### src/rtl/sbf_pkg.sv
// ============================================================================
// sbf_pkg
// Shared types and constants of the frame decoder.
// ============================================================================
package sbf_pkg;

  localparam int FRAME_BYTES_DEF = 28;
  localparam int CHANNELS_DEF    = 16;

  localparam logic [7:0] HDR_BYTE   = 8'h0F;
  localparam int         FLAG_BYTE  = 23;
  localparam int         MIN_LEN    = 23;
  localparam int         FS_BIT     = 3;
  localparam int         LOST_BIT   = 2;
  localparam int         ANY_FIRST  = 1;
  localparam int         ANY_LAST   = 6;
  localparam int         PRE_STEPS  = ANY_LAST + 2;
  localparam int         RAW_OFFSET = 992;

  localparam logic [15:0] GAP_RESET  = 16'd1000;
  localparam logic [7:0]  HOLD_RESET = 8'd100;

  localparam logic CFG_GAP  = 1'b0;
  localparam logic CFG_HOLD = 1'b1;

  typedef struct packed {
    logic start;
    logic len_ok;
  } dec_req_t;

  typedef struct packed {
    logic              frame_ok;
    logic [3:0]        channel_index;
    logic signed [10:0] channel_value;
    logic              failsafe_flag;
    logic              lost_flag;
    logic [7:0]        valid_count;
    logic              last_result;
  } result_t;

endpackage

### src/rtl/sbf_frame_mem.sv
// ============================================================================
// sbf_frame_mem
// Frame byte store with one write port and one registered read port.
// Entries never written since reset read as zero.
// ============================================================================
module sbf_frame_mem #(
  parameter int FRAME_BYTES = sbf_pkg::FRAME_BYTES_DEF,
  parameter int AW          = $clog2(FRAME_BYTES)
) (
  input  logic          clk,
  input  logic          rst_n,
  input  logic          wr_en,
  input  logic [AW-1:0] wr_addr,
  input  logic [7:0]    wr_data,
  input  logic          rd_en,
  input  logic [AW-1:0] rd_addr,
  output logic [7:0]    rd_data
);

  logic [7:0]             mem [FRAME_BYTES];
  logic [FRAME_BYTES-1:0] valid_r;
  logic [7:0]             q_r;
  logic                   rd_valid_r;

  always_ff @(posedge clk) begin
    if (wr_en) begin
      mem[wr_addr] <= wr_data;
    end
    if (rd_en) begin
      q_r <= mem[rd_addr];
    end
  end

  always_ff @(posedge clk) begin
    if (!rst_n) begin
      valid_r    <= '0;
      rd_valid_r <= 1'b0;
    end else begin
      if (wr_en) begin
        valid_r[wr_addr] <= 1'b1;
      end
      if (rd_en) begin
        rd_valid_r <= valid_r[rd_addr];
      end
    end
  end

  assign rd_data = rd_valid_r ? q_r : 8'd0;

endmodule

### src/rtl/sbf_decoder.sv
// ============================================================================
// sbf_decoder
// Frame close sequencer: reads header, flags and presence bytes; rejects bad
// frames, else updates the validity hold and emits scaled per-channel values.
// ============================================================================
module sbf_decoder #(
  parameter int FRAME_BYTES = sbf_pkg::FRAME_BYTES_DEF,
  parameter int CHANNELS    = sbf_pkg::CHANNELS_DEF,
  parameter int AW          = $clog2(FRAME_BYTES)
) (
  input  logic              clk,
  input  logic              rst_n,
  input  sbf_pkg::dec_req_t req,
  input  logic [7:0]        hold_value,
  output logic              busy,
  output logic              rd_en,
  output logic [AW-1:0]     rd_addr,
  input  logic [7:0]        rd_data,
  output logic              res_valid,
  input  logic              res_ready,
  output sbf_pkg::result_t  res
);
  import sbf_pkg::*;

  typedef enum logic [3:0] {
    ST_IDLE   = 4'b0001,
    ST_PRE    = 4'b0010,
    ST_DECIDE = 4'b0100,
    ST_CHAN   = 4'b1000
  } state_t;

  state_t     state_r, state_nxt;
  logic [3:0] step_r, step_nxt;
  logic [3:0] k_r, k_nxt;
  logic [1:0] j_r, j_nxt;
  logic       len_ok_r, len_ok_nxt;
  logic       hdr_ok_r, hdr_ok_nxt;
  logic [7:0] flags_r, flags_nxt;
  logic [7:0] any_r, any_nxt;
  logic [7:0] w0_r, w0_nxt;
  logic [7:0] w1_r, w1_nxt;
  logic [7:0] hold_r, hold_nxt;
  logic       out_valid_r, out_valid_nxt;
  result_t    out_r, out_nxt;

  logic               slot_free;
  logic               fs;
  logic               lost;
  logic [7:0]         bitpos;
  logic [23:0]        win;
  logic [10:0]        raw;
  logic signed [11:0] diff;
  logic signed [14:0] diff_x;
  logic signed [14:0] prod;
  logic signed [14:0] quot;

  assign slot_free = !out_valid_r || res_ready;
  assign fs        = flags_r[FS_BIT];
  assign lost      = flags_r[LOST_BIT];
  assign busy      = (state_r != ST_IDLE);
  assign res_valid = out_valid_r;
  assign res       = out_r;

  // Channel k starts at bit 8 + 11k of the store.
  assign bitpos = 8'd8 + 8'(k_r) * 8'd11;
  assign win    = {rd_data, w1_r, w0_r};
  assign raw    = 11'(win >> bitpos[2:0]);
  assign diff   = $signed({1'b0, raw}) - 12'sd992;
  assign diff_x = 15'(diff);
  assign prod   = (diff_x <<< 2) + diff_x;
  assign quot   = prod[14] ? ((prod + 15'sd7) >>> 3) : (prod >>> 3);

  always_comb begin
    state_nxt     = state_r;
    step_nxt      = step_r;
    k_nxt         = k_r;
    j_nxt         = j_r;
    len_ok_nxt    = len_ok_r;
    hdr_ok_nxt    = hdr_ok_r;
    flags_nxt     = flags_r;
    any_nxt       = any_r;
    w0_nxt        = w0_r;
    w1_nxt        = w1_r;
    hold_nxt      = hold_r;
    out_nxt       = out_r;
    out_valid_nxt = out_valid_r && !res_ready;
    rd_en         = 1'b0;
    rd_addr       = '0;

    case (state_r)
      ST_IDLE: begin
        if (req.start) begin
          state_nxt  = ST_PRE;
          step_nxt   = 4'd0;
          len_ok_nxt = req.len_ok;
          any_nxt    = 8'd0;
        end
      end
      ST_PRE: begin
        if (step_r < 4'(PRE_STEPS)) begin
          rd_en = 1'b1;
          if (step_r == 4'd0) begin
            rd_addr = '0;
          end else if (step_r == 4'd1) begin
            rd_addr = AW'(FLAG_BYTE);
          end else begin
            rd_addr = AW'(step_r - 4'd1);
          end
        end
        if (step_r == 4'd1) begin
          hdr_ok_nxt = (rd_data == HDR_BYTE) && len_ok_r;
        end else if (step_r == 4'd2) begin
          flags_nxt = rd_data;
        end else if (step_r > 4'd2) begin
          any_nxt = any_r | rd_data;
        end
        if (step_r == 4'(PRE_STEPS)) begin
          state_nxt = ST_DECIDE;
        end else begin
          step_nxt = step_r + 4'd1;
        end
      end
      ST_DECIDE: begin
        if (!hdr_ok_r) begin
          if (slot_free) begin
            out_nxt               = '0;
            out_nxt.valid_count   = hold_r;
            out_nxt.last_result   = 1'b1;
            out_valid_nxt         = 1'b1;
            state_nxt             = ST_IDLE;
          end
        end else begin
          if (fs || any_r == 8'd0) begin
            hold_nxt = (hold_r != 8'd0) ? 8'd1 : 8'd0;
          end else if (!lost) begin
            hold_nxt = hold_value;
          end
          k_nxt     = 4'd0;
          j_nxt     = 2'd0;
          state_nxt = ST_CHAN;
        end
      end
      ST_CHAN: begin
        if (j_r != 2'd3) begin
          rd_en   = 1'b1;
          rd_addr = AW'({3'b000, bitpos[7:3]}) + AW'(j_r);
          j_nxt   = j_r + 2'd1;
        end
        if (j_r == 2'd1) begin
          w0_nxt = rd_data;
        end else if (j_r == 2'd2) begin
          w1_nxt = rd_data;
        end else if (j_r == 2'd3 && slot_free) begin
          out_nxt.frame_ok      = 1'b1;
          out_nxt.channel_index = k_r;
          out_nxt.channel_value = quot[10:0];
          out_nxt.failsafe_flag = fs;
          out_nxt.lost_flag     = lost;
          out_nxt.valid_count   = hold_r;
          out_nxt.last_result   = (k_r == 4'(CHANNELS - 1));
          out_valid_nxt         = 1'b1;
          j_nxt                 = 2'd0;
          k_nxt                 = k_r + 4'd1;
          if (k_r == 4'(CHANNELS - 1)) begin
            state_nxt = ST_IDLE;
          end
        end
      end
      default: begin
        state_nxt = ST_IDLE;
      end
    endcase
  end

  always_ff @(posedge clk) begin
    if (!rst_n) begin
      state_r     <= ST_IDLE;
      step_r      <= 4'd0;
      k_r         <= 4'd0;
      j_r         <= 2'd0;
      len_ok_r    <= 1'b0;
      hdr_ok_r    <= 1'b0;
      hold_r      <= 8'd0;
      out_valid_r <= 1'b0;
    end else begin
      state_r     <= state_nxt;
      step_r      <= step_nxt;
      k_r         <= k_nxt;
      j_r         <= j_nxt;
      len_ok_r    <= len_ok_nxt;
      hdr_ok_r    <= hdr_ok_nxt;
      hold_r      <= hold_nxt;
      out_valid_r <= out_valid_nxt;
    end
  end

  always_ff @(posedge clk) begin
    flags_r <= flags_nxt;
    any_r   <= any_nxt;
    w0_r    <= w0_nxt;
    w1_r    <= w1_nxt;
    out_r   <= out_nxt;
  end

endmodule

### src/rtl/sbus_frame_decoder_top.sv
// ============================================================================
// sbus_frame_decoder_top
// Serial receive frame decoder with idle gap framing and channel scaling.
// ============================================================================
// A received byte or a time tick is taken whenever in_tready is high. A tick
// that closes a frame starts the decode sequencer, which holds in_tready low
// until it has handed its last item to the output register; its pace is set
// by the single read port of the frame store, which serves one byte per
// cycle, and by output stalls. Per-entry valid bits make unwritten store
// bytes read as zero, so no clearing pass follows reset. Output items wait
// in a register while input is taken.
module sbus_frame_decoder_top #(
  parameter int FRAME_BYTES = sbf_pkg::FRAME_BYTES_DEF,
  parameter int CHANNELS    = sbf_pkg::CHANNELS_DEF
) (
  input  logic        clk,
  input  logic        rst_n,
  input  logic        in_tvalid,
  output logic        in_tready,
  input  logic [7:0]  in_tdata,   // rx_byte
  input  logic        in_tuser,   // mode
  output logic        out_tvalid,
  input  logic        out_tready,
  // channel_index, channel_value, failsafe_flag, lost_flag, valid_count
  output logic [31:0] out_tdata,
  output logic        out_tuser,  // frame_ok
  output logic        out_tlast,  // last_result
  input  logic        cfg_wr_en,
  input  logic        cfg_index,
  input  logic [15:0] cfg_wdata
);
  import sbf_pkg::*;

  localparam int AW = $clog2(FRAME_BYTES);
  localparam logic [AW-1:0] LAST_IDX = AW'(FRAME_BYTES - 1);

  logic [15:0]   gap_r;
  logic [7:0]    hold_value_r;
  logic [AW-1:0] wi_r, wi_nxt;
  logic [15:0]   idle_r, idle_nxt;
  logic [15:0]   idle_inc;
  logic          accept;
  logic          busy;
  logic          wr_en;
  logic          rd_en;
  logic [AW-1:0] rd_addr;
  logic [7:0]    rd_data;
  dec_req_t      req;
  result_t       res;

  assign in_tready = !busy;
  assign accept    = in_tvalid && in_tready;
  assign wr_en     = accept && !in_tuser;
  assign idle_inc  = (idle_r == 16'hFFFF) ? idle_r : idle_r + 16'd1;

  always_comb begin
    wi_nxt     = wi_r;
    idle_nxt   = idle_r;
    req.start  = 1'b0;
    req.len_ok = (wi_r >= AW'(MIN_LEN));
    if (accept) begin
      if (!in_tuser) begin
        wi_nxt   = (wi_r == LAST_IDX) ? LAST_IDX : wi_r + AW'(1);
        idle_nxt = 16'd0;
      end else if (wi_r != '0 && idle_inc > gap_r) begin
        req.start = 1'b1;
        wi_nxt    = '0;
        idle_nxt  = 16'd0;
      end else begin
        idle_nxt = idle_inc;
      end
    end
  end

  always_ff @(posedge clk) begin
    if (!rst_n) begin
      wi_r         <= '0;
      idle_r       <= 16'd0;
      gap_r        <= GAP_RESET;
      hold_value_r <= HOLD_RESET;
    end else begin
      wi_r   <= wi_nxt;
      idle_r <= idle_nxt;
      if (cfg_wr_en) begin
        case (cfg_index)
          CFG_GAP:  gap_r        <= cfg_wdata;
          CFG_HOLD: hold_value_r <= cfg_wdata[7:0];
          default: begin
          end
        endcase
      end
    end
  end

  sbf_frame_mem #(
    .FRAME_BYTES (FRAME_BYTES),
    .AW          (AW)
  ) u_mem (
    .clk     (clk),
    .rst_n   (rst_n),
    .wr_en   (wr_en),
    .wr_addr (wi_r),
    .wr_data (in_tdata),
    .rd_en   (rd_en),
    .rd_addr (rd_addr),
    .rd_data (rd_data)
  );

  sbf_decoder #(
    .FRAME_BYTES (FRAME_BYTES),
    .CHANNELS    (CHANNELS),
    .AW          (AW)
  ) u_dec (
    .clk        (clk),
    .rst_n      (rst_n),
    .req        (req),
    .hold_value (hold_value_r),
    .busy       (busy),
    .rd_en      (rd_en),
    .rd_addr    (rd_addr),
    .rd_data    (rd_data),
    .res_valid  (out_tvalid),
    .res_ready  (out_tready),
    .res        (res)
  );

  assign out_tdata = {7'b0, res.valid_count, res.lost_flag, res.failsafe_flag,
                      res.channel_value, res.channel_index};
  assign out_tuser = res.frame_ok;
  assign out_tlast = res.last_result;

endmodule

### config.mk
export PLATFORM = sky130hd
export DESIGN_NAME = sbus_frame_decoder_top
export DESIGN_NICKNAME = d
export VERILOG_FILES = /design/src/rtl/sbf_pkg.sv /design/src/rtl/sbf_frame_mem.sv /design/src/rtl/sbf_decoder.sv /design/src/rtl/sbus_frame_decoder_top.sv
export SDC_FILE = /design/constraint.sdc
export NUM_CORES = 1
export LEC_CHECK = 0
export BUFFER_PORTS_ARGS = -buffer_cell sky130_fd_sc_hd__clkbuf_2
export CORE_UTILIZATION = 50
export DETAILED_ROUTE_END_ITERATION = 8
export PLACE_DENSITY = 0.68
export SLEW_MARGIN = 30
export SYNTH_ARGS = -nofsm -noshare
export SYNTH_HDL_FRONTEND = slang
export SYNTH_HIERARCHICAL = 1
export SYNTH_SLANG_ARGS = --single-unit
### constraint.sdc
create_clock -name clk -period 11.5 [get_ports clk]
set_clock_uncertainty 0.15 [all_clocks]
set_input_delay 0.575 -clock clk [delete_from_list [all_inputs] [get_ports clk]]
set_output_delay 0.575 -clock clk [all_outputs]
set_load 0.01 [all_outputs]
==> out/results.tsv, run 1 <==
metric	value	unit
synth_cell_types	82	
yosys-mux-area-fraction	11.0	%
power_density	147	nW/um2
synth_seq_area_share	58.9	%
dpl_worst_slack	5.34	ns
cp.required	11.61	ns
status	finished, final reports clean	
hp-class	input port to flip-flop	
drc	0	
dp_hpwl	25.2	mm
setup_tns	0	ns
setup_violations	0	
cts-root-buf	clkbuf_16	
core	34900	um2
finalHoldViolCount	0	
dieArea	36500	um2
wl	38.5	mm
clk_path_buf_depth	3	
period_needed	6.16	ns
gp_congestion	0.865	
antenna_cells	0	
clk-insertion-delay-late	0.55	ns
crit_fanout	40	
clk_pin_slew	0.06	ns
ys_async_sr_fraction	0	%
cp-start-kind	flip-flop	
yosys_warnings	6	
worst_pin_slew	1.03	ns
placed_cell_area	18500	um2
ant_nets	0	
via_count	11292	
avgSynthCellArea	12.8	um2
cts_hold_repair.buffers	0	
critical_path_class	flip-flop to flip-flop	
synth_seq_cells	384	
leakagePower	6.74	nW
end_kind	flip-flop	
first_pass_iters	5	
yosys.area.top_type	edfxtp_1	
fin_nets	1536	
synth_ff_type	edfxtp_1	
io_buffer_count	59	
maxSlewViolCount	0	
start_util	51.3	%
rsz0062_at_grt	no	
cts_tree	built	
synthTopCellsByCount	285 x edfxtp_1, 128 x nand2_1, 101 x nor2_1	
antenna_found_initial	0	
synth_top_area_share	47.9	%
synth_most_common_cell	edfxtp_1	
wl_per_cell	19.9	um
die_w	191	um
cts_made_buffers	41	
area_growth	11.6	%
fp.dieH	191	um
synth_cells	1400	
synthAdderAreaFrac	3.95	%
io_pins	67	
worst_slack	5.34	ns
synth-compound-area-share	9.23	%
crit_arrival	6.28	ns
viasPerCell	5.82	
drv_cap	0	
synth-edff-count	285	
placed_cells	1863	
cts_setup_buffers	0	
yosys.area_share.simple	12.1	%
vdd_drop_max	0.000128	V
relSlewSlack	31.1	%
drive_above_1_share	14.6	%
grt_pass1_vias	11073	
final_cells	1939	
synth_area	17900	um2
grt_pass1_wl	61.5	mm
fmax	162	MHz
htreeDepth	2	
final_area	20000	um2
rows	68	
cts_sinks	384	
grt_use_total	21.7	%
synth_top_family_by_area	simple AND/OR/NAND/NOR gates	
synth_area_leaders	edfxtp_1 48%, dfxtp_1 11%, mux2i_1 4.3%	
overflow	0	
period_share	53.6	%
cts_resized	0	
synthXorXnorAreaFrac	1.86	%
drt_iter0_markers	988	
grt_max_degree	57	
## cell type report
cell class | count | area [um2]
Timing Repair Buffer | 70 | 378
Multi-Input combinational cell | 914 | 6920
Fill cell | 2823 | 14900
Sequential cell | 384 | 10500
Clock buffer | 63 | 1240
Clock inverter | 13 | 150
Tap cell | 455 | 569
Inverter | 40 | 150
## critical path, stage by stage, from the launching register on
cell	delay, ns
dfxtp_2	0.72
inv_1	0.14
ha_1	0.31
inv_1	0.05
fa_1	0.50
inv_1	0.05
ha_1	0.21
fa_1	0.52
inv_1	0.07
fa_1	0.51
o21ai_4	0.17
buf_4	0.57
buf_4	0.67
mux4_1	0.64
mux2_2	0.28
o211ai_1	0.16
o311ai_1	0.14
## cells in the final DEF (no fill, tap or decap), drive strengths merged, types with 9 or more instances in the layout
| cell | Yosys | routed |
|---|---|---|
| nor2b | 19 | 19 |
| a22oi | 17 | 17 |
| inv | 39 | 41 |
| a211oi | 13 | 13 |
| nand2b | 20 | 20 |
| mux4 | 39 | 39 |
| nand3b | 10 | 10 |
| o211ai | 15 | 15 |
| a21oi | 70 | 70 |
| xor2 | 15 | 15 |
| and2 | 25 | 25 |
| buf | 39 | 11 |
| o21ai | 26 | 26 |
| mux2 | 21 | 21 |
| a21o | 9 | 9 |
| clkbuf | 29 | 122 |
| a21boi | 15 | 15 |
| edfxtp | 285 | 285 |
| xnor2 | 23 | 23 |
| nor3 | 19 | 19 |
| dfxtp | 99 | 99 |
| a31oi | 10 | 10 |
| o21a | 31 | 31 |
| nor2 | 101 | 101 |
| ha | 50 | 50 |
| nand3 | 49 | 49 |
| nand2 | 128 | 128 |
| mux2i | 77 | 77 |
| nand4 | 22 | 22 |
## routing by layer
metal	share of wire [%]	track usage, %	wire length (um)	up-vias
li1	-	-	-	5379
met1	44	29.3	17100	5500
met2	48	36.0	18500	354
met3	5.6	3.52	2160	59
met4	2.0	6.41	768	0
met5	0	0	0	-
## power by group
group          internal (mW)  switching [mW]  leakage, nW
Combinational         0.0289          0.0661         2.72
Clock                  0.793           0.537        0.681
Sequential              1.50         0.00729         3.33
## flip-flops by register name, indices dropped and copies added, names as in the netlist, 16 cells and up
register,flops
gap_r,16
idle_r,16
u_dec/res,27
u_mem/mem,224
u_mem/valid_r,28
## final timing paths
kind / startpoint / end / slack [ns] / cells past startpoint
min: cfg_wdata[14] / gap_r[14] / 0.09 / 3
min reg2reg: u_dec/hold_r[0] / u_dec/res[1] / 0.28 / 0
max reg2reg: u_dec/k_r[0] / u_mem/q_r[0] / 5.34 / 16
max: u_dec/k_r[0] / u_mem/q_r[0] / 5.34 / 16
## per-stage QoR
stage / util, % / hold WS (ns) / power [mW]
after floorplan: - / 0.259 / 1.59
after global placement: 53.1 / 0.275 / 1.62
after detailed placement: 53.2 / 0.277 / 1.63
after CTS: 57.2 / 0.0741 / 2.96
after global routing: 57.2 / 0.0845 / 3.02
final: 57.2 / 0.0949 / 2.93
## kinds of logic (layout without fill, tap and decap cells)
| group | count (synthesis) | in the layout |
|---|---|---|
| multiplexers | 137 | 137 |
| XOR/XNOR | 38 | 38 |
| flip-flops | 384 | 384 |
| AND/OR/NAND/NOR | 436 | 436 |
| AO/OA/AOI/OAI | 242 | 242 |
| other | 1 | 7 |
| buffers and inverters | 108 | 186 |
| adder cells (fa/ha/maj) | 54 | 54 |
No activity file was read; power rests on OpenSTA's default activity.
==> inputs of run 2 (changes only) <==
==> constraint.sdc (replaced) <==
create_clock -name clk -period 6.3 [get_ports clk]
set_clock_uncertainty 0.15 [all_clocks]
set_input_delay 0.315 -clock clk [delete_from_list [all_inputs] [get_ports clk]]
set_output_delay 0.315 -clock clk [all_outputs]
set_load 0.01 [all_outputs]
==> run 2 against run 1 <==
Net effect: worst setup slack worse by 4.4 ns; sequential share of layout area fell by 0.28 points; sequential power increased by 83%; highest routed layer unchanged; count of clock-buffer cells in the layout fell by 13; largest power group unchanged.
==> out/results.tsv, run 2 (synthesis gave the netlist of run 1 again) <==
metric	value	unit	change
final_cells	1957		+0.93%
p_int	4.11	mW	+77%
grt_use_met3	3.34	%	-0.18 points
setup_tns	0	ns	unchanged
finalPower	5.22	mW	+78%
grt_max_degree	76		+33%
period_needed	5.32	ns	-0.846 ns
grt_pass1_vias	11043		-0.27%
htreeDepth	2		unchanged
cp.required	6.63	ns	-4.98 ns
grt_util_met1	29.7	%	+0.37 points
met2_usage	34.4	%	-1.6 points
clk-insertion-delay-late	0.55	ns	about the same
ant_nets	0		unchanged
gp_congestion	0.883		+2.1%
dieArea	36500	um2	unchanged
crit_arrival	5.64	ns	-0.64 ns
cts_setup_buffers	0		unchanged
fmax	188	MHz	+16%
vdd_drop_max	0.000221	V	+73%
power_density	261	nW/um2	+78%
grt_use_total	21.5	%	-0.22 points
via_count	11370		+0.69%
fp.dieH	191	um	unchanged
hold_ws	0.0969	ns	+0.00200 ns
io_buffer_count	59		unchanged
cts-root-buf	clkbuf_16		
p_sw	1.12	mW	+83%
wl_per_cell	19.6	um	-1.2%
worst_pin_slew	1.05	ns	+0.0205 ns
nFillCells	2789		-1.2%
p_comb_share	3.5	%	+0.3 points
cts_tree	built		
hp-class	input port to flip-flop		
overflow	0		unchanged
antenna_found_initial	0		unchanged
start_util	51.3	%	unchanged
status	finished, final reports clean		
seq_area	10500	um2	about the same
final_cell_mix	285 x edfxtp_1, 128 x nand2_1, 99 x dfxtp_1		
placed_cells	1867		+0.21%
drv_cap	0		unchanged
die_w	191	um	unchanged
largest_register	u_mem/mem		
largest_register_ffs	224		unchanged
grt-busiest-layer	met2		
rsz0062_at_grt	no		
layout_commonest_cell	edfxtp_1		
cp-start-kind	flip-flop		
swShare	21.3	%	+0.50 points
drt_iter0_markers	840		-15%
crit_fanout	10		-75%
grt_pass1_wl	60.6	mm	-1.5%
core	34900	um2	unchanged
dp_hpwl	25.4	mm	+0.60%
drc	0		unchanged
area_growth	12.1	%	
setup_violations	0		unchanged
maxSlewViolCount	0		unchanged
power_frac_seq	52.5	%	+1.2 points
placed_cell_area	18600	um2	+0.16%
viasPerCell	5.81		-0.24%
critical_path_class	flip-flop to flip-flop		
clockPowerShare	44.0	%	-1.4 points
drive_above_1_share	13.6	%	-0.97 points
cts_made_buffers	41		unchanged
rows	68		unchanged
first_pass_iters	5		unchanged
period_share	84.4	%	+31 points
io_pins	67		unchanged
antenna_cells	0		unchanged
wl	38.4	mm	-0.30%
clk_path_buf_depth	3		unchanged
multiInputGateArea	6910	um2	-0.14%
leakagePower	6.79	nW	+0.76%
end_kind	flip-flop		
cts_sinks	384		unchanged
finalHoldViolCount	0		unchanged
relSlewSlack	29.7	%	-1.4 points
final_area	20100	um2	+0.52%
fin_nets	1556		+1.3%
clk_pin_slew	0.06	ns	about the same
run 2: changes by cell type in the layout (fill, tap and decap cells not counted), sizes merged:
cell | before | now
dlygate4sd3 | 0 | 16
buf | 11 | 15
clkinv | 8 | 20
clkinvlp | 2 | 1
inv | 41 | 42
bufinv | 2 | 1
clkbuf | 122 | 109
run 2: worst paths after layout:
path | start | to | slack, ns | cells past startpoint
max reg2reg | idle_r[0] | u_dec/step_r[3] | 0.98 | 18
min | in_tuser | idle_r[1] | 0.1 | 3
max | idle_r[0] | u_dec/step_r[3] | 0.98 | 18
min reg2reg | u_dec/hold_r[0] | u_dec/res[1] | 0.31 | 0
run 2: critical path, cell delays in order, from the launching register on:
cell      delay [ns]
dfxtp_1         0.44
ha_1            0.25
and4_4          0.27
or4b_4          0.47
o21ai_1         0.45
nor2_1          0.13
xor2_1          0.17
ha_1            0.30
nand2_1         0.09
nor4_1          0.43
a21boi_0        0.36
o31ai_2         0.09
buf_4           0.20
nor2_1          0.28
nand3b_1        0.11
a211oi_1        0.60
nand4_1         0.19
xor2_1          0.17
nor2_1          0.09
run 2: power groups by stage:
stage	Clock, mW	Combinational, mW	Sequential, mW
final	2.30	0.183	2.74
after global routing	2.45	0.204	2.74
after global placement	0	0.172	2.79
after detailed placement	0	0.175	2.79
after CTS	2.35	0.183	2.74
after floorplan	0	0.107	2.79
run 2: stage by stage:
stage	util (%)	setup WS (ns)
5_1_grt	57.5	0.639
3_5_place_dp	53.3	1.01
3_3_place_gp	53.2	1.23
4_1_cts	57.4	1.01
2_1_floorplan	-	1.44
6_report	57.5	0.983
run 2: final cells by class:
class	instances	area share [%]
flip-flops and latches	384	52.6
multi-input cells	914	34.5
clock buffers	50	5.60
repair buffers	90	2.89
well taps	455	2.84
clock inverters	24	0.892
inverters	40	0.749
run 2: per-layer routing:
metal / share of wire, % / vias up
li1: - / 5417
met1: 46 / 5543
met2: 46 / 337
met3: 5.5 / 73
met4: 3.0 / 0
met5: 0 / -
run 2: timing repair:
item | in CTS | in global routing
gates resized for setup | 0 | 0
hold endpoints to repair | 24 | 0
hold buffers | 16 | 0
==> inputs of run 3 (changes only) <==
--- a/config.mk
+++ b/config.mk
@@ -8,7 +8,7 @@
 export BUFFER_PORTS_ARGS = -buffer_cell sky130_fd_sc_hd__clkbuf_2
 export CORE_UTILIZATION = 50
 export DETAILED_ROUTE_END_ITERATION = 8
-export PLACE_DENSITY = 0.68
+export PLACE_DENSITY = 0.7
 export SLEW_MARGIN = 30
 export SYNTH_ARGS = -nofsm -noshare
 export SYNTH_HDL_FRONTEND = slang
==> constraint.sdc (replaced) <==
create_clock -name clk -period 4.8 [get_ports clk]
set_clock_uncertainty 0.15 [all_clocks]
set_input_delay 0.24 -clock clk [delete_from_list [all_inputs] [get_ports clk]]
set_output_delay 0.24 -clock clk [all_outputs]
set_load 0.01 [all_outputs]
==> run 3 against run 2 <==
Net effect: non-clock buffer count grew 47; hold slack lost 0.065 ns; count of clock-buffer cells in the layout grew 4; sequential share of layout area shrank 1.3 points; wire length grew 0.96%; combinational power grew 39%; critical path type unchanged; critical endpoint is now u_mem/q_r[7]; highest routed layer unchanged.
==> out/results.tsv, run 3 (synthesis gave the netlist of run 1 again) <==
metric	value	unit	change
status	finished, final reports clean		
grt_max_degree	76		unchanged
ant_nets	0		unchanged
power_density	338	nW/um2	+30%
cts_tree	built		
min_from	in_tvalid		
wl	38.8	mm	+0.96%
crit_fanout	14		+4
p_sw	1.49	mW	+33%
drt_iter0_markers	999		+19%
clk_path_buf_depth	3		unchanged
leakagePower	7.07	nW	+4.1%
io_pins	67		unchanged
io_buffer_count	59		unchanged
core	34900	um2	unchanged
relSlewSlack	35.3	%	+5.6 points
dieArea	36500	um2	unchanged
grt_pass1_wl	61.3	mm	+1.2%
cts-root-buf	clkbuf_16		
drv_cap	0		unchanged
overflow	0		unchanged
nFillCells	2742		-1.7%
via_count	11646		+2.4%
fp.dieH	191	um	unchanged
cts_made_buffers	42		+2.4%
grt_use_total	21.6	%	+0.11 points
area_growth	14.9	%	
placed_cells	1904		+2.0%
reg2reg_from	u_dec/k_r[0]		
rows	68		unchanged
final_cells	2008		+2.6%
hp-class	input port to flip-flop		
cp-start-kind	flip-flop		
swShare	21.4	%	+0.023 points
drive_above_1_share	16.4	%	+2.8 points
clockPowerShare	44.6	%	+0.6 points
viasPerCell	5.80		-0.17%
fmax	215	MHz	+14%
p_comb_share	3.7	%	+0.2 points
p_int	5.47	mW	+33%
worst_slack	0.140	ns	-0.843 ns
worst_pin_slew	0.967	ns	-0.0841 ns
htreeDepth	2		unchanged
cts_sinks	384		unchanged
drc	0		unchanged
gp_congestion	0.838		-5.1%
period_share	97.1	%	+13 points
crit_arrival	4.82	ns	-0.82 ns
end_kind	flip-flop		
first_pass_iters	8		+3
setup_violations	0		unchanged
power_frac_seq	51.7	%	-0.8 points
largest_register_ffs	224		unchanged
wl_per_cell	19.3	um	-1.6%
layout_commonest_cell	edfxtp_1		
clk-insertion-delay-late	0.57	ns	+0.02 ns
rsz0062_at_grt	no		
startpoint	u_dec/k_r[0]		
dp_hpwl	25.9	mm	+2.1%
period_needed	4.66	ns	-0.657 ns
vdd_drop_max	0.000367	V	+66%
maxSlewViolCount	0		unchanged
fin_nets	1604		+3.1%
antenna_found_initial	0		unchanged
largest_register	u_mem/mem		
clk_pin_slew	0.07	ns	about the same
dpl_worst_slack	0.0132	ns	-0.999 ns
die_w	191	um	unchanged
finalHoldViolCount	0		unchanged
critical_path_class	flip-flop to flip-flop		
grt_pass1_vias	11228		+1.7%
final_cell_mix	285 x edfxtp_1, 128 x nand2_1, 99 x nor2_1		
setup_tns	0	ns	unchanged
antenna_cells	0		unchanged
start_util	51.3	%	unchanged
cp.required	4.96	ns	-1.67 ns
## run 3: cell count changes in the layout (fill, tap and decap cells not counted), moves of 2 or more
cell	delta
clkinv_8	+2
nor2_1	+4
buf_4	+39
buf_12	+3
clkinvlp_4	+2
inv_6	-2
clkbuf_8	+4
dlygate4sd3_1	+3
clkbuf_1	+2
nor2_2	-4
## run 3: path summary, 6_finish.rpt
check	slack (ns)	end	cells after the start
min	0.03	idle_r[4]	5
max reg2reg	0.14	u_mem/q_r[7]	15
min reg2reg	0.28	u_dec/res[1]	0
max	0.14	u_mem/q_r[7]	15
## run 3: per-layer routing
layer / track usage (%) / part of all wire (%) / wire [um] / up-vias
met5: 0 / 0 / 0 / -
li1: - / - / - / 5520
met1: 29.7 / 44 / 17000 / 5678
met2: 35.3 / 48 / 18700 / 388
met4: 6.78 / 2.2 / 847 / 0
met3: 3.25 / 5.6 / 2180 / 60
## run 3: critical path, cell delays in order, from the launching register on
cell	delay, ns
dfxtp_2	0.37
inv_1	0.07
ha_1	0.27
inv_1	0.05
fa_1	0.50
inv_1	0.05
ha_1	0.22
fa_1	0.54
inv_1	0.08
fa_1	0.50
o21ai_4	0.19
buf_12	0.19
mux4_1	0.57
nor2b_1	0.14
a211oi_1	0.37
o211ai_1	0.16
## run 3: timing repair
item                       4_1_cts  5_1_grt
hold buffers                    19        0
setup endpoints to repair        1       24
hold endpoints to repair        26        0
buffers inserted                 0        6
pin swaps                        0        2
gates resized for setup          1       10
cloned                           0        1
## run 3: cell type report
class / count / area [um2] / area share [%]
inverters: 40 / 150 / 0.730
clock buffers: 54 / 1140 / 5.53
well taps: 455 / 569 / 2.77
repair buffers: 137 / 1020 / 4.94
flip-flops and latches: 384 / 10500 / 51.3
multi-input cells: 914 / 6920 / 33.7
clock inverters: 24 / 221 / 1.08
## run 3: metrics by stage
step                cell area (um2)  hold WS, ns  utilization [%]  total power [mW]
floorplan                     17900        0.189                -              3.81
global placement              18900        0.275             54.2              3.90
detailed placement            18900        0.270             54.2              3.91
CTS                           20500      0.00356             58.6              7.02
global route                  20600       0.0395             58.9              7.17
finish                        20600       0.0322             58.9              6.96
## run 3: power groups by stage
stage / Sequential, mW / Clock [mW] / Combinational [mW]
2_1_floorplan: 3.67 / 0 / 0.140
6_report: 3.60 / 3.10 / 0.255
3_5_place_dp: 3.67 / 0 / 0.240
5_1_grt: 3.60 / 3.29 / 0.282
3_3_place_gp: 3.67 / 0 / 0.234
4_1_cts: 3.60 / 3.17 / 0.253
